--- src/hw/rtl/midi_track_event_parser_macros.svh ---
// assertion helpers for the parser back end rtl
`ifndef MIDI_TRACK_EVENT_PARSER_MACROS_SVH
`define MIDI_TRACK_EVENT_PARSER_MACROS_SVH

// consequent must hold in the same cycle as the antecedent
`define MTEP_ASSERT_SAME(label, ante, cons, msg) \
    label: assert property (@(posedge clk) disable iff (!rst_n) (ante) |-> (cons)) \
        else $error(msg);

// consequent must hold in the cycle after the antecedent
`define MTEP_ASSERT_NEXT(label, ante, cons, msg) \
    label: assert property (@(posedge clk) disable iff (!rst_n) (ante) |=> (cons)) \
        else $error(msg);

`endif

--- src/hw/rtl/mtep_pkg.sv ---
// ----------------------------------------------------------------------------
// mtep_pkg
// Types and constants shared by the track event parser front end, command
// queue and note table back end.
// ----------------------------------------------------------------------------
package mtep_pkg;

    localparam int NUM_CHANNELS = 16;
    localparam int NUM_KEYS     = 128;
    localparam int TICK_BITS    = 32;

    localparam int TABLE_SIZE = NUM_CHANNELS * NUM_KEYS;
    localparam int ADDR_W     = $clog2(TABLE_SIZE);
    localparam int EPOCH_W    = 8;

    localparam int Q_DEPTH   = 4;
    localparam int Q_PTR_W   = $clog2(Q_DEPTH);
    localparam int Q_CNT_W   = $clog2(Q_DEPTH + 1);

    localparam int OUT_DEPTH = 4;
    localparam int OUT_PTR_W = $clog2(OUT_DEPTH);
    localparam int OUT_CNT_W = $clog2(OUT_DEPTH + 1);

    // chunk identifier bytes
    localparam logic [7:0] TAG_0 = 8'h4D;
    localparam logic [7:0] TAG_1 = 8'h54;
    localparam logic [7:0] TAG_2 = 8'h72;
    localparam logic [7:0] TAG_3 = 8'h6B;

    // meta types
    localparam logic [7:0] META_TEMPO   = 8'h51;
    localparam logic [7:0] META_TIMESIG = 8'h58;
    localparam logic [7:0] META_EOT     = 8'h2F;
    localparam logic [7:0] META_OTHER   = 8'h01;

    // result kinds
    localparam logic [2:0] KIND_NOTE_START = 3'd0;
    localparam logic [2:0] KIND_NOTE_END   = 3'd1;
    localparam logic [2:0] KIND_CONTROL    = 3'd2;
    localparam logic [2:0] KIND_TEMPO      = 3'd3;
    localparam logic [2:0] KIND_TIMESIG    = 3'd4;
    localparam logic [2:0] KIND_EOT        = 3'd5;
    localparam logic [2:0] KIND_BAD        = 3'd6;

    typedef logic [TICK_BITS-1:0] tick_t;

    typedef enum logic [1:0] {
        OP_EMIT     = 2'd0,
        OP_NOTE_ON  = 2'd1,
        OP_NOTE_OFF = 2'd2,
        OP_CLEAR    = 2'd3
    } op_code_t;

    // command from front end to back end
    typedef struct packed {
        op_code_t    code;
        logic [2:0]  kind;
        logic [3:0]  ch;
        logic [6:0]  key;
        logic [23:0] value;
        tick_t       tick;
    } op_t;

    typedef struct packed {
        logic [2:0]  kind;
        logic [4:0]  chan_number;
        logic [6:0]  key_or_controller;
        logic [23:0] item_value;
        logic [31:0] event_tick;
        logic [31:0] duration_ticks;
        logic        last;
    } result_t;

    // one note table entry
    typedef struct packed {
        logic [EPOCH_W-1:0] epoch;
        logic               valid;
        tick_t              start;
    } entry_t;

    function automatic logic table_tracked(logic [3:0] ch, logic [6:0] key);
        return (32'(ch) < 32'(NUM_CHANNELS)) && (32'(key) < 32'(NUM_KEYS));
    endfunction

    function automatic logic [ADDR_W-1:0] table_addr(logic [3:0] ch, logic [6:0] key);
        return ADDR_W'(32'(ch) * 32'(NUM_KEYS) + 32'(key));
    endfunction

endpackage

--- src/hw/rtl/mtep_queue.sv ---
// ----------------------------------------------------------------------------
// mtep_queue
// Short command queue between the byte parser and the note table back end.
// ----------------------------------------------------------------------------
module mtep_queue
(
    input  logic          clk,
    input  logic          rst_n,
    input  logic          push,
    input  mtep_pkg::op_t push_op,
    input  logic          pop,
    output mtep_pkg::op_t head_op,
    output logic          not_empty,
    output logic          full
);
    import mtep_pkg::*;

    op_t                slot_reg [Q_DEPTH];
    logic [Q_PTR_W-1:0] wr_reg, wr_next;
    logic [Q_PTR_W-1:0] rd_reg, rd_next;
    logic [Q_CNT_W-1:0] cnt_reg, cnt_next;

    assign head_op   = slot_reg[rd_reg];
    assign not_empty = (cnt_reg != '0);
    assign full      = (cnt_reg == Q_CNT_W'(Q_DEPTH));

    // pointer update
    always_comb
    begin
        wr_next  = push ? wr_reg + 1'b1 : wr_reg;
        rd_next  = pop ? rd_reg + 1'b1 : rd_reg;
        cnt_next = cnt_reg + Q_CNT_W'(push) - Q_CNT_W'(pop);
    end

    always_ff @(posedge clk or negedge rst_n)
    begin
        if (!rst_n)
        begin
            wr_reg  <= '0;
            rd_reg  <= '0;
            cnt_reg <= '0;
        end
        else
        begin
            wr_reg  <= wr_next;
            rd_reg  <= rd_next;
            cnt_reg <= cnt_next;
        end
    end

    // slot storage
    always_ff @(posedge clk)
    begin
        if (push)
        begin
            slot_reg[wr_reg] <= push_op;
        end
    end

endmodule

--- config.mk ---
export PLATFORM = sky130hd
export DESIGN_NAME = mtep_queue
export DESIGN_NICKNAME = d
export VERILOG_FILES = /design/src/hw/rtl/midi_track_event_parser_macros.svh /design/src/hw/rtl/mtep_pkg.sv /design/src/hw/rtl/mtep_queue.sv
export SDC_FILE = /design/constraint.sdc
export NUM_CORES = 1
export LEC_CHECK = 0
export BUFFER_PORTS_ARGS = -buffer_cell sky130_fd_sc_hd__clkbuf_2
export CAP_MARGIN = 30
export CORE_UTILIZATION = 38
export DETAILED_ROUTE_END_ITERATION = 7
export PLACE_DENSITY = 0.54
export SETUP_SLACK_MARGIN = 0.5
export SLEW_MARGIN = 20
export SYNTH_ARGS = -nofsm -noshare
export SYNTH_HDL_FRONTEND = slang
export SYNTH_SLANG_ARGS = --single-unit
--- constraint.sdc ---
create_clock -name clk -period 3.55 [get_ports clk]
set_input_delay 0.8875 -clock clk [delete_from_list [all_inputs] [get_ports clk]]
set_output_delay 0.8875 -clock clk [all_outputs]
set_load 0.02 [all_outputs]
==> impl_summary.log <==
INFO  metric result_of_the_run = finished clean
INFO  metric grt_antenna_before_repair = 0
INFO  metric maxSlewViolCount = 0
INFO  metric comb_power_share = a little under a third
INFO  metric post_synth_top_area_share = between 80% and 90%
INFO  metric nets = roughly 670
INFO  metric post_synthesis_area_per_instance = about 26 µm²
INFO  metric flow.area_growth_from_synthesis = 20.5%
INFO  metric finalClockSkew = approximately 0.013 ns
INFO  metric die_height = between 150 and 200 µm
INFO  metric max_cap_violations = 0
INFO  metric critical-path-slowest-cell = mux4_2
INFO  metric path_clk_slew = about 0.060 ns
INFO  metric final-seq-area = around 8800 µm²
INFO  metric place_ws = roughly 1.1 ns
INFO  metric setup_viol = 0
INFO  metric critical_path_peak_fanout = 37
INFO  metric setup_slack = approximately 0.6 ns
INFO  metric yosys_warnings = 0
INFO  metric crit_path_cell_trace = buf_16 -> mux4_2 -> clkbuf_2
INFO  metric share_of_total_power_consumed_by_net_switching = 31.2%
INFO  metric layout_worst_path_cycle_share = 83.4%
INFO  metric clock_power_share = 26.6%
INFO  metric data_required_critical_path = 2.66 ns
INFO  metric ys_ff_latch = 295
INFO  metric reg2reg_slack = roughly 1.7 ns
INFO  metric fp.coreArea = roughly 28000 µm²
INFO  metric cts.root.buffer_cell = clkbuf_16
INFO  metric drt-pass1-iter-count = 4
INFO  metric grt_max_degree = 40
INFO  metric die_area = just under 30000 µm²
INFO  metric cts-buffers-inserted = 31
INFO  metric synth_cells = 410
INFO  metric maximum_vdd_drop = approximately 470 µV
INFO  metric grt_pass1_wl = 30500 µm
INFO  metric finalCriticalPeriod = 2.96 ns
INFO  metric num-fill-cells = 2305
INFO  metric cts-hold-fix-buffers = 0
INFO  metric grt_pass1_vias = about 5200
INFO  metric setup_crit_end_kind = output pin
INFO  metric hold_violations = 0
INFO  metric power_density = 864 nW/µm²
INFO  metric power.leakage = ~4.5 nW
INFO  metric multi_input_area = approximately 1800 µm²
INFO  metric power.net_switching = about 0.0035 W
INFO  metric ios = 150
INFO  metric htreeDepth = 1
INFO  metric drive_gt1_share = 45.4%
INFO  metric ys_dominant_reg_cell = edfxtp_1
INFO  metric worst_ep_arrival_time = about 2.1 ns
INFO  metric start_util = slightly below 40%
INFO  metric gp_routability_congestion = 0.725
INFO  metric placementRows = 61
INFO  metric detail_route.drc_violations = 0
INFO  metric timing_worst_slew_pin_value = between 0.5 and 0.6 ns
INFO  metric worstSetupStartpointType = flop
INFO  metric number_of_flip_flops_under_the_largest_register_name = roughly 290
INFO  metric ff2ff_path_depth = 4
INFO  metric postSynth.asyncResetShare = under 10%
INFO  metric total_via_count_after_detailed_routing = approximately 4800
INFO  metric ant_nets = 0
INFO  metric seq_area_frac_synth = between 80% and 90%
INFO  metric syn_area = about 11000 µm²
INFO  metric seq_power_share = between 40 and 50%
INFO  metric achievable-frequency = ~0.34 GHz
INFO  metric routedWlPerCell = around 20 µm
INFO  metric fp.dieW = approximately 170 µm
INFO  metric tritoncts_clock_tree = yes
INFO  metric n_antenna_cell = 0
INFO  metric synth_fp_nets = 493
INFO  metric slowest_delay = just under 0.6 ns
INFO  metric numClockSinks = 295
INFO  metric internal_power = about 0.0077 W
INFO  metric synthDistinctLibCells = 16
INFO  metric worst-setup-path-type = flop to output pin
INFO  metric io_buffers = between 100 and 150
INFO  metric synth_largest_area_cell = edfxtp_1
INFO  metric finalSetupTns = 0 ns
INFO  metric drtIter0Drc = 313
INFO  metric clk-insertion-delay-late = ~0.55 ns
INFO  metric holdCritPathClass = primary input to async pin
INFO  metric avgViaCountPerCell = around 4.9
INFO  metric unrepaired_setup_endpoints_after_global_routing = yes
INFO  metric synthMostInstantiatedCell = edfxtp_1
INFO  metric totalWireLength = about 20000 µm
INFO  metric ys_top_cells_by_count = edfxtp_1 (288), mux4_2 (72), buf_2 (8)
INFO  metric dp_hpwl = roughly 11000 µm
INFO  metric worst_slew_margin_rel = about 60%
INFO  metric globalRouteTotalUtil = 14.0%
INFO  metric netlist_top_cells_area = edfxtp_1 (80%), mux4_2 (15%), dfrtp_1 (1.6%)
INFO  metric synth_edf_count = ~290
INFO  metric overflow = 0
INFO  metric cts_buffer_depth = 3
-- cells in the final DEF, fill, tap and decap left out, drive strengths merged, types with 2 or more instances in the layout --
cell type,n
nand2,2
clkbuf,188
xor2,3
clkinv,15
inv,7
bufinv,2
edfxtp,288
dfrtp,7
buf,8
mux4,72
xnor2,2
ha,6
and2,4
-- layer usage --
metal  GRT usage [%]  vias to the layer above  part of all wire [%]
li1                -                     2107                     -
met1            18.0                     2550                    42
met2            23.3                      139                    49
met3            3.79                       34                   6.7
met4            4.00                        0                   1.7
met5               0                        -                     0
-- logic make-up (layout without fill, tap and decap cells) --
| family | count (synthesis) | in the layout | share of synthesized area [%] |
|---|---|---|---|
| buf+inv | 22 | 220 | 1.38 |
| xor+xnor | 5 | 5 | 0.406 |
| simple gates | 8 | 8 | 0.418 |
| fa+ha+maj | 7 | 7 | 0.882 |
| flops | 295 | 295 | 81.8 |
| compound gates | 1 | 1 | 0.0464 |
| mux | 72 | 72 | 15.0 |
-- power by group through the flow --
stage	Clock (W)	Sequential [W]	Combinational, W
floorplan	0	0.00476	0.00249
global placement	0	0.00480	0.00354
detailed placement	0	0.00483	0.00358
CTS	0.00308	0.00477	0.00359
global route	0.00318	0.00482	0.00376
finish	0.00299	0.00476	0.00348
-- path summary, 6_finish.rpt --
check | start | end
setup / recovery | rd_reg[0]$_DFFE_PN0P_ | head_op[40]
hold / removal | rst_n | cnt_reg[2]$_DFF_PN0_
setup reg to reg | wr_reg[1]$_DFFE_PN0P_ | slot_reg[0][64]$_DFFE_PP_
hold reg to reg | wr_reg[0]$_DFFE_PN0P_ | wr_reg[0]$_DFFE_PN0P_
max in group asynchronous | rst_n | rd_reg[0]$_DFFE_PN0P_
min in group clk | wr_reg[0]$_DFFE_PN0P_ | wr_reg[0]$_DFFE_PN0P_
-- metrics by stage --
| stage | power [W] | util [%] | cell area (µm²) | hold slack [ns] | std cells |
|---|---|---|---|---|---|
| 2_1_floorplan | 0.00725 | - | 10800 | 0.491 | 410 |
| 3_3_place_gp | 0.00834 | 43.2 | 12000 | 0.504 | 929 |
| 3_5_place_dp | 0.00841 | 43.2 | 12000 | 0.525 | 929 |
| 4_1_cts | 0.0114 | 46.6 | 13000 | 0.158 | 986 |
| 5_1_grt | 0.0118 | 46.6 | 13000 | 0.170 | 986 |
| 6_report | 0.0112 | 46.6 | 13000 | 0.180 | 986 |
-- worst max-delay path, delay by kind of cell, from the launching register on --
kind	cells	cell delay, ns
buffers and inverters	2	0.46
muxes	1	0.59
DFF	1	0.45
-- final cells by class --
type,instances,share of cell area (%)
inverter,6,0.173
clock buffer,39,6.20
multi-input combinational,93,14.0
sequential,295,68.0
clock inverter,18,1.06
timing repair buffer,157,6.96
tap,378,3.64
-- repair_timing --
item,in CTS,in global routing
endpoints found under the setup margin,3,3
buffers inserted,0,0
resized for setup,1,1
(Power assumes the default switching activity.)
