## src/hw/rtl/midi_track_event_parser_macros.svh

```systemverilog
// assertion helpers for the parser back end rtl
`ifndef MIDI_TRACK_EVENT_PARSER_MACROS_SVH
`define MIDI_TRACK_EVENT_PARSER_MACROS_SVH

// consequent must hold in the same cycle as the antecedent
`define MTEP_ASSERT_SAME(label, ante, cons, msg) \
    label: assert property (@(posedge clk) disable iff (!rst_n) (ante) |-> (cons)) \
        else $error(msg);

// consequent must hold in the cycle after the antecedent
`define MTEP_ASSERT_NEXT(label, ante, cons, msg) \
    label: assert property (@(posedge clk) disable iff (!rst_n) (ante) |=> (cons)) \
        else $error(msg);

`endif

```

## src/hw/rtl/mtep_pkg.sv

```systemverilog
// ----------------------------------------------------------------------------
// mtep_pkg
// Types and constants shared by the track event parser front end, command
// queue and note table back end.
// ----------------------------------------------------------------------------
package mtep_pkg;

    localparam int NUM_CHANNELS = 16;
    localparam int NUM_KEYS     = 128;
    localparam int TICK_BITS    = 32;

    localparam int TABLE_SIZE = NUM_CHANNELS * NUM_KEYS;
    localparam int ADDR_W     = $clog2(TABLE_SIZE);
    localparam int EPOCH_W    = 8;

    localparam int Q_DEPTH   = 4;
    localparam int Q_PTR_W   = $clog2(Q_DEPTH);
    localparam int Q_CNT_W   = $clog2(Q_DEPTH + 1);

    localparam int OUT_DEPTH = 4;
    localparam int OUT_PTR_W = $clog2(OUT_DEPTH);
    localparam int OUT_CNT_W = $clog2(OUT_DEPTH + 1);

    // chunk identifier bytes
    localparam logic [7:0] TAG_0 = 8'h4D;
    localparam logic [7:0] TAG_1 = 8'h54;
    localparam logic [7:0] TAG_2 = 8'h72;
    localparam logic [7:0] TAG_3 = 8'h6B;

    // meta types
    localparam logic [7:0] META_TEMPO   = 8'h51;
    localparam logic [7:0] META_TIMESIG = 8'h58;
    localparam logic [7:0] META_EOT     = 8'h2F;
    localparam logic [7:0] META_OTHER   = 8'h01;

    // result kinds
    localparam logic [2:0] KIND_NOTE_START = 3'd0;
    localparam logic [2:0] KIND_NOTE_END   = 3'd1;
    localparam logic [2:0] KIND_CONTROL    = 3'd2;
    localparam logic [2:0] KIND_TEMPO      = 3'd3;
    localparam logic [2:0] KIND_TIMESIG    = 3'd4;
    localparam logic [2:0] KIND_EOT        = 3'd5;
    localparam logic [2:0] KIND_BAD        = 3'd6;

    typedef logic [TICK_BITS-1:0] tick_t;

    typedef enum logic [1:0] {
        OP_EMIT     = 2'd0,
        OP_NOTE_ON  = 2'd1,
        OP_NOTE_OFF = 2'd2,
        OP_CLEAR    = 2'd3
    } op_code_t;

    // command from front end to back end
    typedef struct packed {
        op_code_t    code;
        logic [2:0]  kind;
        logic [3:0]  ch;
        logic [6:0]  key;
        logic [23:0] value;
        tick_t       tick;
    } op_t;

    typedef struct packed {
        logic [2:0]  kind;
        logic [4:0]  chan_number;
        logic [6:0]  key_or_controller;
        logic [23:0] item_value;
        logic [31:0] event_tick;
        logic [31:0] duration_ticks;
        logic        last;
    } result_t;

    // one note table entry
    typedef struct packed {
        logic [EPOCH_W-1:0] epoch;
        logic               valid;
        tick_t              start;
    } entry_t;

    function automatic logic table_tracked(logic [3:0] ch, logic [6:0] key);
        return (32'(ch) < 32'(NUM_CHANNELS)) && (32'(key) < 32'(NUM_KEYS));
    endfunction

    function automatic logic [ADDR_W-1:0] table_addr(logic [3:0] ch, logic [6:0] key);
        return ADDR_W'(32'(ch) * 32'(NUM_KEYS) + 32'(key));
    endfunction

endpackage

```

## src/hw/rtl/mtep_front.sv

```systemverilog
// ----------------------------------------------------------------------------
// mtep_front
// Byte parser: walks the chunk header, delta times, channel and meta events
// and turns each byte into at most one command for the back end.
// ----------------------------------------------------------------------------
module mtep_front
(
    input  logic          clk,
    input  logic          rst_n,
    input  logic          accept,
    input  logic [7:0]    data_byte,
    output logic          push,
    output mtep_pkg::op_t push_op
);
    import mtep_pkg::*;

    typedef enum logic [9:0] {
        PH_ID        = 10'b00_0000_0001,
        PH_SIZE      = 10'b00_0000_0010,
        PH_DELTA     = 10'b00_0000_0100,
        PH_STATUS    = 10'b00_0000_1000,
        PH_FIRST     = 10'b00_0001_0000,
        PH_DATA2     = 10'b00_0010_0000,
        PH_META_TYPE = 10'b00_0100_0000,
        PH_META_LEN  = 10'b00_1000_0000,
        PH_META_BODY = 10'b01_0000_0000,
        PH_BAD       = 10'b10_0000_0000
    } phase_t;

    phase_t      phase_reg, phase_next;
    logic [1:0]  fidx_reg, fidx_next;
    logic [31:0] left_reg, left_next;
    tick_t       tick_reg, tick_next;
    logic [27:0] acc_reg, acc_next;
    logic [7:0]  status_reg, status_next;
    logic [6:0]  first_reg, first_next;
    logic [7:0]  mtype_reg, mtype_next;
    logic [27:0] mrem_reg, mrem_next;
    logic [23:0] payload_reg, payload_next;

    logic [7:0]  tag_byte;
    logic [27:0] acc_shift;
    logic [31:0] left_dec;
    logic [27:0] mrem_dec;
    logic [3:0]  hi;
    logic [6:0]  d2;
    logic        do_finish;
    logic [7:0]  fin_type;
    logic [23:0] fin_payload;

    // expected identifier byte
    always_comb
    begin
        case (fidx_reg)
            2'd0:    tag_byte = TAG_0;
            2'd1:    tag_byte = TAG_1;
            2'd2:    tag_byte = TAG_2;
            default: tag_byte = TAG_3;
        endcase
    end

    assign acc_shift = {acc_reg[20:0], data_byte[6:0]};
    assign left_dec  = left_reg - 32'd1;
    assign mrem_dec  = mrem_reg - 28'd1;
    assign hi        = status_reg[7:4];
    assign d2        = data_byte[6:0];

    // per-byte parse step
    always_comb
    begin
        phase_next   = phase_reg;
        fidx_next    = fidx_reg;
        left_next    = left_reg;
        tick_next    = tick_reg;
        acc_next     = acc_reg;
        status_next  = status_reg;
        first_next   = first_reg;
        mtype_next   = mtype_reg;
        mrem_next    = mrem_reg;
        payload_next = payload_reg;
        do_finish    = 1'b0;
        fin_type     = mtype_reg;
        fin_payload  = payload_reg;
        push         = 1'b0;
        push_op      = '0;
        push_op.code = OP_EMIT;
        push_op.tick = tick_reg;

        if (accept)
        begin
            case (phase_reg)
                PH_BAD:
                begin
                end
                PH_ID:
                begin
                    if (data_byte == tag_byte)
                    begin
                        if (fidx_reg == 2'd3)
                        begin
                            fidx_next  = 2'd0;
                            left_next  = '0;
                            phase_next = PH_SIZE;
                        end
                        else
                        begin
                            fidx_next = fidx_reg + 2'd1;
                        end
                    end
                    else
                    begin
                        push         = 1'b1;
                        push_op.kind = KIND_BAD;
                        phase_next   = PH_BAD;
                    end
                end
                PH_SIZE:
                begin
                    left_next = {left_reg[23:0], data_byte};
                    if (fidx_reg == 2'd3)
                    begin
                        fidx_next    = 2'd0;
                        tick_next    = '0;
                        status_next  = '0;
                        acc_next     = '0;
                        push         = 1'b1;
                        push_op.code = OP_CLEAR;
                        phase_next   = ({left_reg[23:0], data_byte} != 32'd0) ? PH_DELTA : PH_ID;
                    end
                    else
                    begin
                        fidx_next = fidx_reg + 2'd1;
                    end
                end
                default:
                begin
                    left_next = left_dec;
                    case (phase_reg)
                        PH_DELTA:
                        begin
                            if (data_byte[7])
                            begin
                                acc_next  = acc_shift;
                                fidx_next = 2'd1;
                            end
                            else
                            begin
                                fidx_next  = 2'd0;
                                tick_next  = tick_t'(32'(tick_reg) + 32'(acc_shift));
                                acc_next   = '0;
                                phase_next = PH_STATUS;
                            end
                        end
                        PH_STATUS:
                        begin
                            if (!data_byte[7])
                            begin
                                if (status_reg[7] && hi != 4'hF)
                                begin
                                    first_next = d2;
                                    phase_next = (hi inside {4'hC, 4'hD}) ? PH_DELTA : PH_DATA2;
                                end
                                else
                                begin
                                    phase_next = PH_DELTA;
                                end
                            end
                            else if (data_byte[7:4] != 4'hF)
                            begin
                                status_next = data_byte;
                                phase_next  = PH_FIRST;
                            end
                            else if (data_byte == 8'hFF)
                            begin
                                status_next = '0;
                                phase_next  = PH_META_TYPE;
                            end
                            else if (data_byte inside {8'hF0, 8'hF7})
                            begin
                                status_next = '0;
                                mtype_next  = META_OTHER;
                                acc_next    = '0;
                                phase_next  = PH_META_LEN;
                            end
                            else
                            begin
                                status_next = '0;
                                phase_next  = PH_DELTA;
                            end
                        end
                        PH_FIRST:
                        begin
                            first_next = d2;
                            phase_next = (hi inside {4'hC, 4'hD}) ? PH_DELTA : PH_DATA2;
                        end
                        PH_DATA2:
                        begin
                            push_op.ch    = status_reg[3:0];
                            push_op.key   = first_reg;
                            push_op.value = 24'(d2);
                            if (hi == 4'h9 && d2 != 7'd0)
                            begin
                                push         = 1'b1;
                                push_op.code = OP_NOTE_ON;
                                push_op.kind = KIND_NOTE_START;
                            end
                            else if (hi inside {4'h8, 4'h9})
                            begin
                                push         = 1'b1;
                                push_op.code = OP_NOTE_OFF;
                                push_op.kind = KIND_NOTE_END;
                            end
                            else if (hi == 4'hB)
                            begin
                                push         = 1'b1;
                                push_op.kind = KIND_CONTROL;
                            end
                            phase_next = PH_DELTA;
                        end
                        PH_META_TYPE:
                        begin
                            mtype_next = data_byte;
                            acc_next   = '0;
                            phase_next = PH_META_LEN;
                        end
                        PH_META_LEN:
                        begin
                            if (data_byte[7])
                            begin
                                acc_next  = acc_shift;
                                fidx_next = 2'd1;
                            end
                            else
                            begin
                                fidx_next    = 2'd0;
                                mrem_next    = acc_shift;
                                acc_next     = '0;
                                payload_next = '0;
                                fin_type     = mtype_reg;
                                // meta of unexpected length is skipped
                                if ((mtype_reg == META_TEMPO && acc_shift != 28'd3) ||
                                    (mtype_reg == META_TIMESIG && acc_shift != 28'd4) ||
                                    (mtype_reg == META_EOT && acc_shift != 28'd0))
                                begin
                                    fin_type = META_OTHER;
                                end
                                mtype_next  = fin_type;
                                fin_payload = '0;
                                if (acc_shift == 28'd0)
                                begin
                                    do_finish = 1'b1;
                                end
                                else
                                begin
                                    phase_next = PH_META_BODY;
                                end
                            end
                        end
                        PH_META_BODY:
                        begin
                            payload_next = {payload_reg[15:0], data_byte};
                            mrem_next    = mrem_dec;
                            fin_payload  = {payload_reg[15:0], data_byte};
                            if (mrem_dec == 28'd0)
                            begin
                                do_finish = 1'b1;
                            end
                        end
                        default:
                        begin
                            phase_next = PH_DELTA;
                        end
                    endcase

                    // completed meta event
                    if (do_finish)
                    begin
                        phase_next = PH_DELTA;
                        if (fin_type == META_TEMPO)
                        begin
                            push          = 1'b1;
                            push_op.kind  = KIND_TEMPO;
                            push_op.value = fin_payload;
                        end
                        else if (fin_type == META_TIMESIG)
                        begin
                            push          = 1'b1;
                            push_op.kind  = KIND_TIMESIG;
                            push_op.value = 24'(fin_payload[7:0]);
                        end
                        else if (fin_type == META_EOT)
                        begin
                            push         = 1'b1;
                            push_op.kind = KIND_EOT;
                        end
                    end

                    // chunk end, bad if an event or delta is unfinished
                    if (left_dec == 32'd0)
                    begin
                        if (phase_next != PH_DELTA || fidx_next != 2'd0)
                        begin
                            push    = 1'b1;
                            push_op = '0;
                            push_op.code = OP_EMIT;
                            push_op.kind = KIND_BAD;
                            push_op.tick = tick_next;
                        end
                        phase_next = PH_ID;
                        fidx_next  = 2'd0;
                        acc_next   = '0;
                    end
                end
            endcase
        end
    end

    // control state
    always_ff @(posedge clk or negedge rst_n)
    begin
        if (!rst_n)
        begin
            phase_reg   <= PH_ID;
            fidx_reg    <= '0;
            left_reg    <= '0;
            tick_reg    <= '0;
            acc_reg     <= '0;
            status_reg  <= '0;
            first_reg   <= '0;
            mtype_reg   <= '0;
            mrem_reg    <= '0;
            payload_reg <= '0;
        end
        else
        begin
            phase_reg   <= phase_next;
            fidx_reg    <= fidx_next;
            left_reg    <= left_next;
            tick_reg    <= tick_next;
            acc_reg     <= acc_next;
            status_reg  <= status_next;
            first_reg   <= first_next;
            mtype_reg   <= mtype_next;
            mrem_reg    <= mrem_next;
            payload_reg <= payload_next;
        end
    end

endmodule

```

## config.mk

```make
export PLATFORM = sky130hd
export DESIGN_NAME = mtep_front
export DESIGN_NICKNAME = d
export VERILOG_FILES = /design/src/hw/rtl/midi_track_event_parser_macros.svh /design/src/hw/rtl/mtep_pkg.sv /design/src/hw/rtl/mtep_front.sv
export SDC_FILE = /design/constraint.sdc
export NUM_CORES = 1
export LEC_CHECK = 0
export BUFFER_PORTS_ARGS = -buffer_cell sky130_fd_sc_hd__buf_2
export CAP_MARGIN = 20
export CELL_PAD_IN_SITES_DETAIL_PLACEMENT = 0
export CELL_PAD_IN_SITES_GLOBAL_PLACEMENT = 1
export CORE_MARGIN = 2
export CORE_UTILIZATION = 40
export DETAILED_ROUTE_END_ITERATION = 12
export PLACE_DENSITY = 0.71
export SYNTH_ARGS = -nofsm -noshare
export SYNTH_HDL_FRONTEND = slang
export SYNTH_SLANG_ARGS = --single-unit
```

## constraint.sdc

```tcl
create_clock -name clk -period 3 [get_ports clk]
set_input_delay 0 -clock clk [delete_from_list [all_inputs] [get_ports clk]]
set_output_delay 0 -clock clk [all_outputs]
set_load 0.01 [all_outputs]
```

==> results by group, run 1 <==
Synthesis
  – Synth top area cells: dfrtp_1 35%, o21ai_0 6.3%, a22o_1 5.0%
  – Cell taking the most area after synthesis: dfrtp_1
  – Yosys warnings: 0
  – Mapped cell area: 12400 sq um
  – Post-synth ARST share: 100%
  – Post-synth EDFFs: 0
  – Count leader, synth: dfrtp_1
  – Post-Synthesis Cells: 1461
  – Syn_nets: 1509
  – Sequential-to-total area share from yosys stat: 34.8%
  – #FFs+latches synth: 172
  – Top-area cell type share of the netlist area: 34.6%
  – Netlist cell types: 86
  – Synthesized area per cell: 8.47 sq um
  – Post-synth top cells: 171 x dfrtp_1, 156 x o21ai_0, 123 x nor2_1, 109 x a21oi_1, 107 x nand2_1
  – Predominant post-synthesis flop cell: dfrtp_1

Timing
  – RSZ-0062 raised after global routing: yes
  – Slew Viols, Final: 0
  – Slew HR: 43.9%
  – Final worst slack: -827 ps
  – Setup Viol. Count Final: 104
  – Fmax: 261 MHz
  – Final Cycle Share: 128%
  – Clk_skew: 9.73 ps
  – Slew @ Worst Pin: 833 ps
  – Tmin final: 3830 ps
  – Final hold vios: 0

Detailed routing
  – Final wirelength: 46400 um
  – DRC: 0
  – Vias per std cell: 6.02
  – WL/cell: 21.0 um
  – TritonRoute pass-1 iters: 5
  – DRT antenna net count: 0
  – DR iter-0 viols: 1032
  – Routed vias: 13300

Placed design
  – Setup WS pre-CTS: -485 ps
  – PortBufs: 83
  – Routability congestion estimate from global placement: 0.947
  – Post-DP HPWL: 32700 um

Hold path
  – Worst hold path class: input port to register

Power
  – Overall power: 12.6 mW
  – Max IR drop VDD: 0.000495 V
  – Leakage power: 7.82 nW
  – P per Cell Area: 723 nW/um^2

Layout
  – Area grow syn2layout: 41.2%
  – # nets final: 1846
  – Layout cell share with drive strength beyond 1: 35.7%
  – Ant diodes: 0

Die
  – # IOs: 84
  – Die X: 180 um
  – Core footprint: 30500 sq um
  – Die height: 180 um
  – # rows: 64
  – Initial core utilization: 40.6%
  – Die area: 32400 sq um

Global route
  – Total grt overflow: 0
  – Via count of the first global-routing pass: 13000
  – First-pass GRT wire length: 74000 um
  – GRT Util Overall: 28.5%
  – Initial antenna violation count: 0
  – Largest net degree at the start of global routing: 65

Critical path
  – CP required: 3000 ps
  – Max Fanout on Critical Path: 6
  – Kind of critical path: register to output port
  – CP endpoint kind: output port
  – WP data arrival: 3830 ps
  – CP startpoint kind: register

Clock network
  – CTS H-tree depth: 4
  – Clock Latency Late Sink: 460 ps
  – Clock-pin slew on the worst setup and hold paths: 70 ps
  – Number of CTS-inserted buffers: 17
  – CTS Root Cell: clkbuf_16
  – Clk buf depth: 2
  – CTS tree: done
  – Clk sinks: 172

Status
  – Failing checks: negative setup slack
  – Outcome: finished with violations

Job
  – Maxcap violations: 0
power breakdown:
part	internal, mW	leakage [nW]	switching (mW)	total, mW
Combinational	3.22	5.22	3.74	6.96
Clock	1.21	0.282	1.04	2.25
Sequential	2.86	2.32	0.566	3.42
layout by cell type, fill, tap and decap left out, drive strengths merged, types with 23 or more instances in the layout:
cell type	n
dfrtp	171
a21oi	109
nor3	54
a22o	71
xnor2	23
buf	418
clkbuf	23
nand4	25
nand2	107
ha	36
a32oi	33
nand3	30
o21ai	160
inv	35
nor4	46
nor2	123
through the flow:
step	TNS, ps	hold WS [ps]	instance area, sq um	cells	util [%]
after floorplan	-7460	-296	12500	1461	-
after global placement	-32010	19.6	15300	2122	50.2
after detailed placement	-34390	22.7	15300	2122	50.2
after CTS	-64100	0.395	17200	2199	56.3
after global routing	-77020	13.8	17500	2207	57.3
final	-66660	12.9	17500	2207	57.3
worst paths after layout:
path                       cells after the start  slack [ps]       endpoint     startpoint
hold reg to reg                                1         510  status_reg[2]  status_reg[2]
min in group asynchronous                      2          90   tick_reg[10]          rst_n
setup reg to reg                              14        -560    fidx_reg[0]   left_reg[10]
setup / recovery                              13        -830    push_op[48]   left_reg[10]
max in group asynchronous                      3        2030   left_reg[15]          rst_n
hold / removal                                 3          10     acc_reg[2]   data_byte[2]
kinds of logic after synthesis:
logic type / after synthesis / synth area share [%]
DFF: 172 / 34.8
adders and majority gates: 37 / 3.80
xor gates and xnor gates: 40 / 2.83
buffers and inverters: 134 / 4.56
AOI/OAI and AO/OA: 521 / 28.0
and+or+nand+nor: 537 / 24.1
muxes: 20 / 1.98
final cells by class:
cell class              instances  area [sq um]
clock buffers                  22           464
clock inverters                10           108
fillers                      2794         13000
inverters                      30           115
multi-input cells            1156          8360
flip-flops and latches        172          4310
well taps                     396           495
repair buffers                421          3620
timing repair:
action                                  4_1_cts  5_1_grt
hold endpoints to repair                     58        0
gates resized for setup                     176       75
pin swaps                                    81       36
hold buffers                                  2        0
gates cloned                                 14        1
endpoints found under the setup margin      115      146
setup buffers                                29       18
critical path, stage by stage (launching register included):
cell and delay (ps):
dfrtp_1 380, or4_4 560, or4_4 570, buf_6 150
nor4_4 200, xnor2_2 170, nand4b_1 120, buf_4 170
nor4b_4 350, nand2b_4 270, buf_6 120, buf_16 120
nor3_4 40, buf_2 140
per-layer routing:
metal | global-route usage (%) | part of all wire [%]
met5 | 0 | 0
met4 | 8.23 | 2.3
met3 | 4.15 | 5.7
met2 | 46.1 | 47
met1 | 39.5 | 45
Power figures use the tool's default switching activity.
==> run 2, diff against run 1 <==
- ABC_AREA: not set -> 1
- PLACE_DENSITY: 0.71 -> 0.75
==> run 2 against run 1 <==
  * The run still ends with negative setup slack left
  * Sequential share of layout area is 0.67 points higher
  * Maximum frequency up 18%
  * Largest power group unchanged
  * Setup slack improved by 590 ps
  * Synthesized area increased by 10%
  * Worst hold slack improved by 15 ps
  * Critical endpoint is now push_op[59]
  * Critical path depth is 6 higher
  * Via count up 12%
  * Register-to-register slack better by 680 ps
  * Sequential power grew 11%
  * Global-route usage decreased by 1.6 points
  * Core utilization shrank 6.4 points
  * First-iteration DRC count rose by 1.1%
==> results by group, run 2 <==
Status
  – Outcome: finished with violations
  – Failing checks: negative setup slack

Power
  – Overall power: 13.1 mW
  – P per Cell Area: 766 nW/um^2
  – Net Sw Power: 6.23 mW
  – Sw frac: 47.7%
  – Combinational group share of total power: 52.3%
  – Clock power share: 18.6%
  – Reg power frac: 29.1%
  – Max IR drop VDD: 0.000538 V
  – Internal Power: 6.84 mW
  – Leakage power: 7.77 nW

Hold path
  – HP Start: data_byte[2]
  – Worst hold path class: input port to register

Synthesis
  – Post-Synth XOR/XNOR Area: 2.83%
  – Top-area cell type share of the netlist area: 31.4%
  – Predominant post-synthesis flop cell: dfrtp_1
  – Post-synth ARST share: 100%
  – Yosys warnings: 0
  – Count leader, synth: nand2_1
  – Post-synth EDFFs: 0
  – Syn_nets: 2101
  – Largest family of logic cells by synthesized area: simple AND/OR/NAND/NOR gates
  – Post-Synth Adder-Cell Area: 3.45%
  – Post-synthesis simple-gate area fraction: 32.7%
  – Post-Synthesis Cells: 2053
  – Post-synth top cells: 487 x nand2_1, 244 x nor2_1, 234 x inv_1, 204 x o21ai_0, 171 x dfrtp_1
  – Sequential-to-total area share from yosys stat: 31.6%
  – Compound-Gate Fraction of Synth Area: 19.9%
  – Cell taking the most area after synthesis: dfrtp_1
  – Netlist cell types: 56
  – Mux share of post-synthesis cell area: 0%
  – #FFs+latches synth: 172
  – Mapped cell area: 13600 sq um
  – Synth top area cells: dfrtp_1 31%, nand2_1 13%, o21ai_0 7.5%
  – Synthesized area per cell: 6.64 sq um

Die
  – Initial core utilization: 40.6%
  – # rows: 67
  – # IOs: 84
  – Core footprint: 33500 sq um
  – Die area: 35500 sq um
  – Die X: 189 um
  – Die height: 189 um

Critical path
  – Slowest cell on the critical path: dfrtp_1
  – Buf/Inv on CP: 4
  – WP data arrival: 3230 ps
  – CP startpoint kind: register
  – Kind of critical path: register to output port
  – CP required: 3000 ps
  – Crit-path cells: inv_2 > ha_4 > nand2_4 > nor2_4 > nand2_2 > nand2_2 > nand2_2 > inv_2 > nand3_1 > nor2_1 > nand3_1 > nor2_1 > nand4_1 > nor2_4 > nand3_4 > nand2_4 > clkbuf_16 > nor2_2 > buf_2
  – Crit path capture: push_op[59]
  – Crit. Startpoint: left_reg[1]
  – CP endpoint kind: output port
  – Critical register-to-register path endpoint: acc_reg[12]
  – Largest delay share family, worst path: simple AND/OR/NAND/NOR gates
  – R2R cell count: 16
  – R2R Path Start: left_reg[1]
  – Max Fanout on Critical Path: 6
  – Flop-to-flop setup slack: 120 ps
  – CP Depth: 19
  – Max incr delay on CP: 430 ps
  – CP most frequent cell: nand2_2

Layout
  – Layout cell share with drive strength beyond 1: 22.3%
  – Ant diodes: 0
  – FF/Latch Area: 4320 sq um
  – Fill cells: 3435
  – Most frequent cells in the layout: 455 x nand2_1, 225 x inv_1, 186 x nor2_1, 171 x o21ai_0, 157 x dfrtp_1
  – Area grow syn2layout: 25.3%
  – Multi-input gate area: 8830 sq um
  – # nets final: 2272
  – Fin cells: 2685
  – Post-route cell area: 17100 sq um
  – Commonest non-fill, non-tap cell in the layout: nand2_1

Detailed routing
  – Final wirelength: 48400 um
  – DR iter-0 viols: 1043
  – DRT antenna net count: 0
  – Routed vias: 14800
  – TritonRoute pass-1 iters: 7
  – DRC: 0
  – WL/cell: 18.0 um
  – Vias per std cell: 5.52

Timing
  – Slew Viols, Final: 0
  – Slew @ Worst Pin: 894 ps
  – Slew HR: 40.3%
  – Final worst slack: -232 ps
  – Fmax: 309 MHz
  – Final Cycle Share: 108%
  – RSZ-0062 raised after global routing: yes
  – Clk_skew: 11.6 ps
  – Setup Viol. Count Final: 73
  – Final hold vios: 0
  – Tmin final: 3230 ps

Clock network
  – Clock Latency Late Sink: 470 ps
  – Clk buf depth: 2
  – Clk sinks: 172
  – Clock-pin slew on the worst setup and hold paths: 80 ps
  – CTS H-tree depth: 4
  – CTS tree: done
  – CTS Root Cell: clkbuf_16
  – Number of CTS-inserted buffers: 17

Global route
  – Via count of the first global-routing pass: 13900
  – First-pass GRT wire length: 76100 um
  – Initial antenna violation count: 0
  – Largest net degree at the start of global routing: 77
  – GRT Util Overall: 26.8%
  – Total grt overflow: 0

Job
  – Maxcap violations: 0

Placed design
  – Post-DP HPWL: 33800 um
  – DP Area: 14900 sq um
  – PortBufs: 83
  – Setup WS pre-CTS: -6.98 ps
  – DP Cell Count: 2579
  – Routability congestion estimate from global placement: 0.919
-- run 2: how the worst min path moves through the flow --
| stage | to | slack (ps) | cells past startpoint |
|---|---|---|---|
| floorplan | acc_reg[0] | -300 | 0 |
| global placement | tick_reg[26] | 140 | 1 |
| detailed placement | tick_reg[27] | 140 | 1 |
| CTS | left_reg[7] | 10 | 3 |
| global route | payload_reg[2] | 40 | 4 |
| finish | payload_reg[2] | 30 | 4 |
-- run 2: metrics by stage --
step	util (%)	TNS (ps)	hold WS [ps]
6_report	50.9	-12430	27.7
5_1_grt	50.9	-24570	35.3
4_1_cts	48.5	-10300	14.7
3_5_place_dp	44.3	-8.39	138
3_3_place_gp	44.3	0	137
2_1_floorplan	-	0	-296
-- run 2: per-layer routing --
metal / GRT usage, % / part of all wire (%) / vias to the layer above
li1: - / - / 7236
met1: 36.7 / 45 / 7101
met2: 44.9 / 48 / 432
met3: 3.35 / 4.8 / 62
met4: 6.91 / 2.2 / 0
met5: 0 / 0 / -
-- run 2: cell type report --
type	count	area share (%)
inverters	244	5.46
multi-input cells	1564	51.8
clock inverters	15	1.14
clock buffers	17	2.49
repair inverters	1	0.0440
repair buffers	224	10.5
flip-flops and latches	172	25.3
well taps	448	3.28
-- run 2: worst register-to-register path, stage by stage, from the launching register on --
cell      delay, ps
dfrtp_1         430
nor2_4          200
nand3_4         110
nor3_4          240
buf_4           150
nand2_1          60
xor2_1          140
buf_4           140
buf_4            90
buf_4           100
nand4_1         110
nor3_2          250
nand3_2         190
nand3b_4        230
nand2_8         170
nand2_1         110
o21ai_1          60
-- run 2: repair_timing --
item	CTS	global route
hold buffers	7	0
hold endpoints to repair	82	0
setup buffers	36	22
pin swaps	34	61
resized for setup	135	147
endpoints found under the setup margin	73	99
cloned	5	4
-- run 2: logic make-up after synthesis --
logic type,after synthesis
and+or+nand+nor,1011
AOI/OAI and AO/OA,468
buffers and inverters,321
DFF,172
xor gates and xnor gates,44
adders and majority gates,37
-- run 2: power groups by stage --
stage          registers, mW  clock network, mW  logic [mW]
6_report                3.80               2.43        6.84
3_5_place_dp            3.78                  0        5.97
3_3_place_gp            3.77                  0        5.92
4_1_cts                 3.76               2.47        6.36
2_1_floorplan           3.57                  0        4.31
5_1_grt                 3.89               2.55        7.64
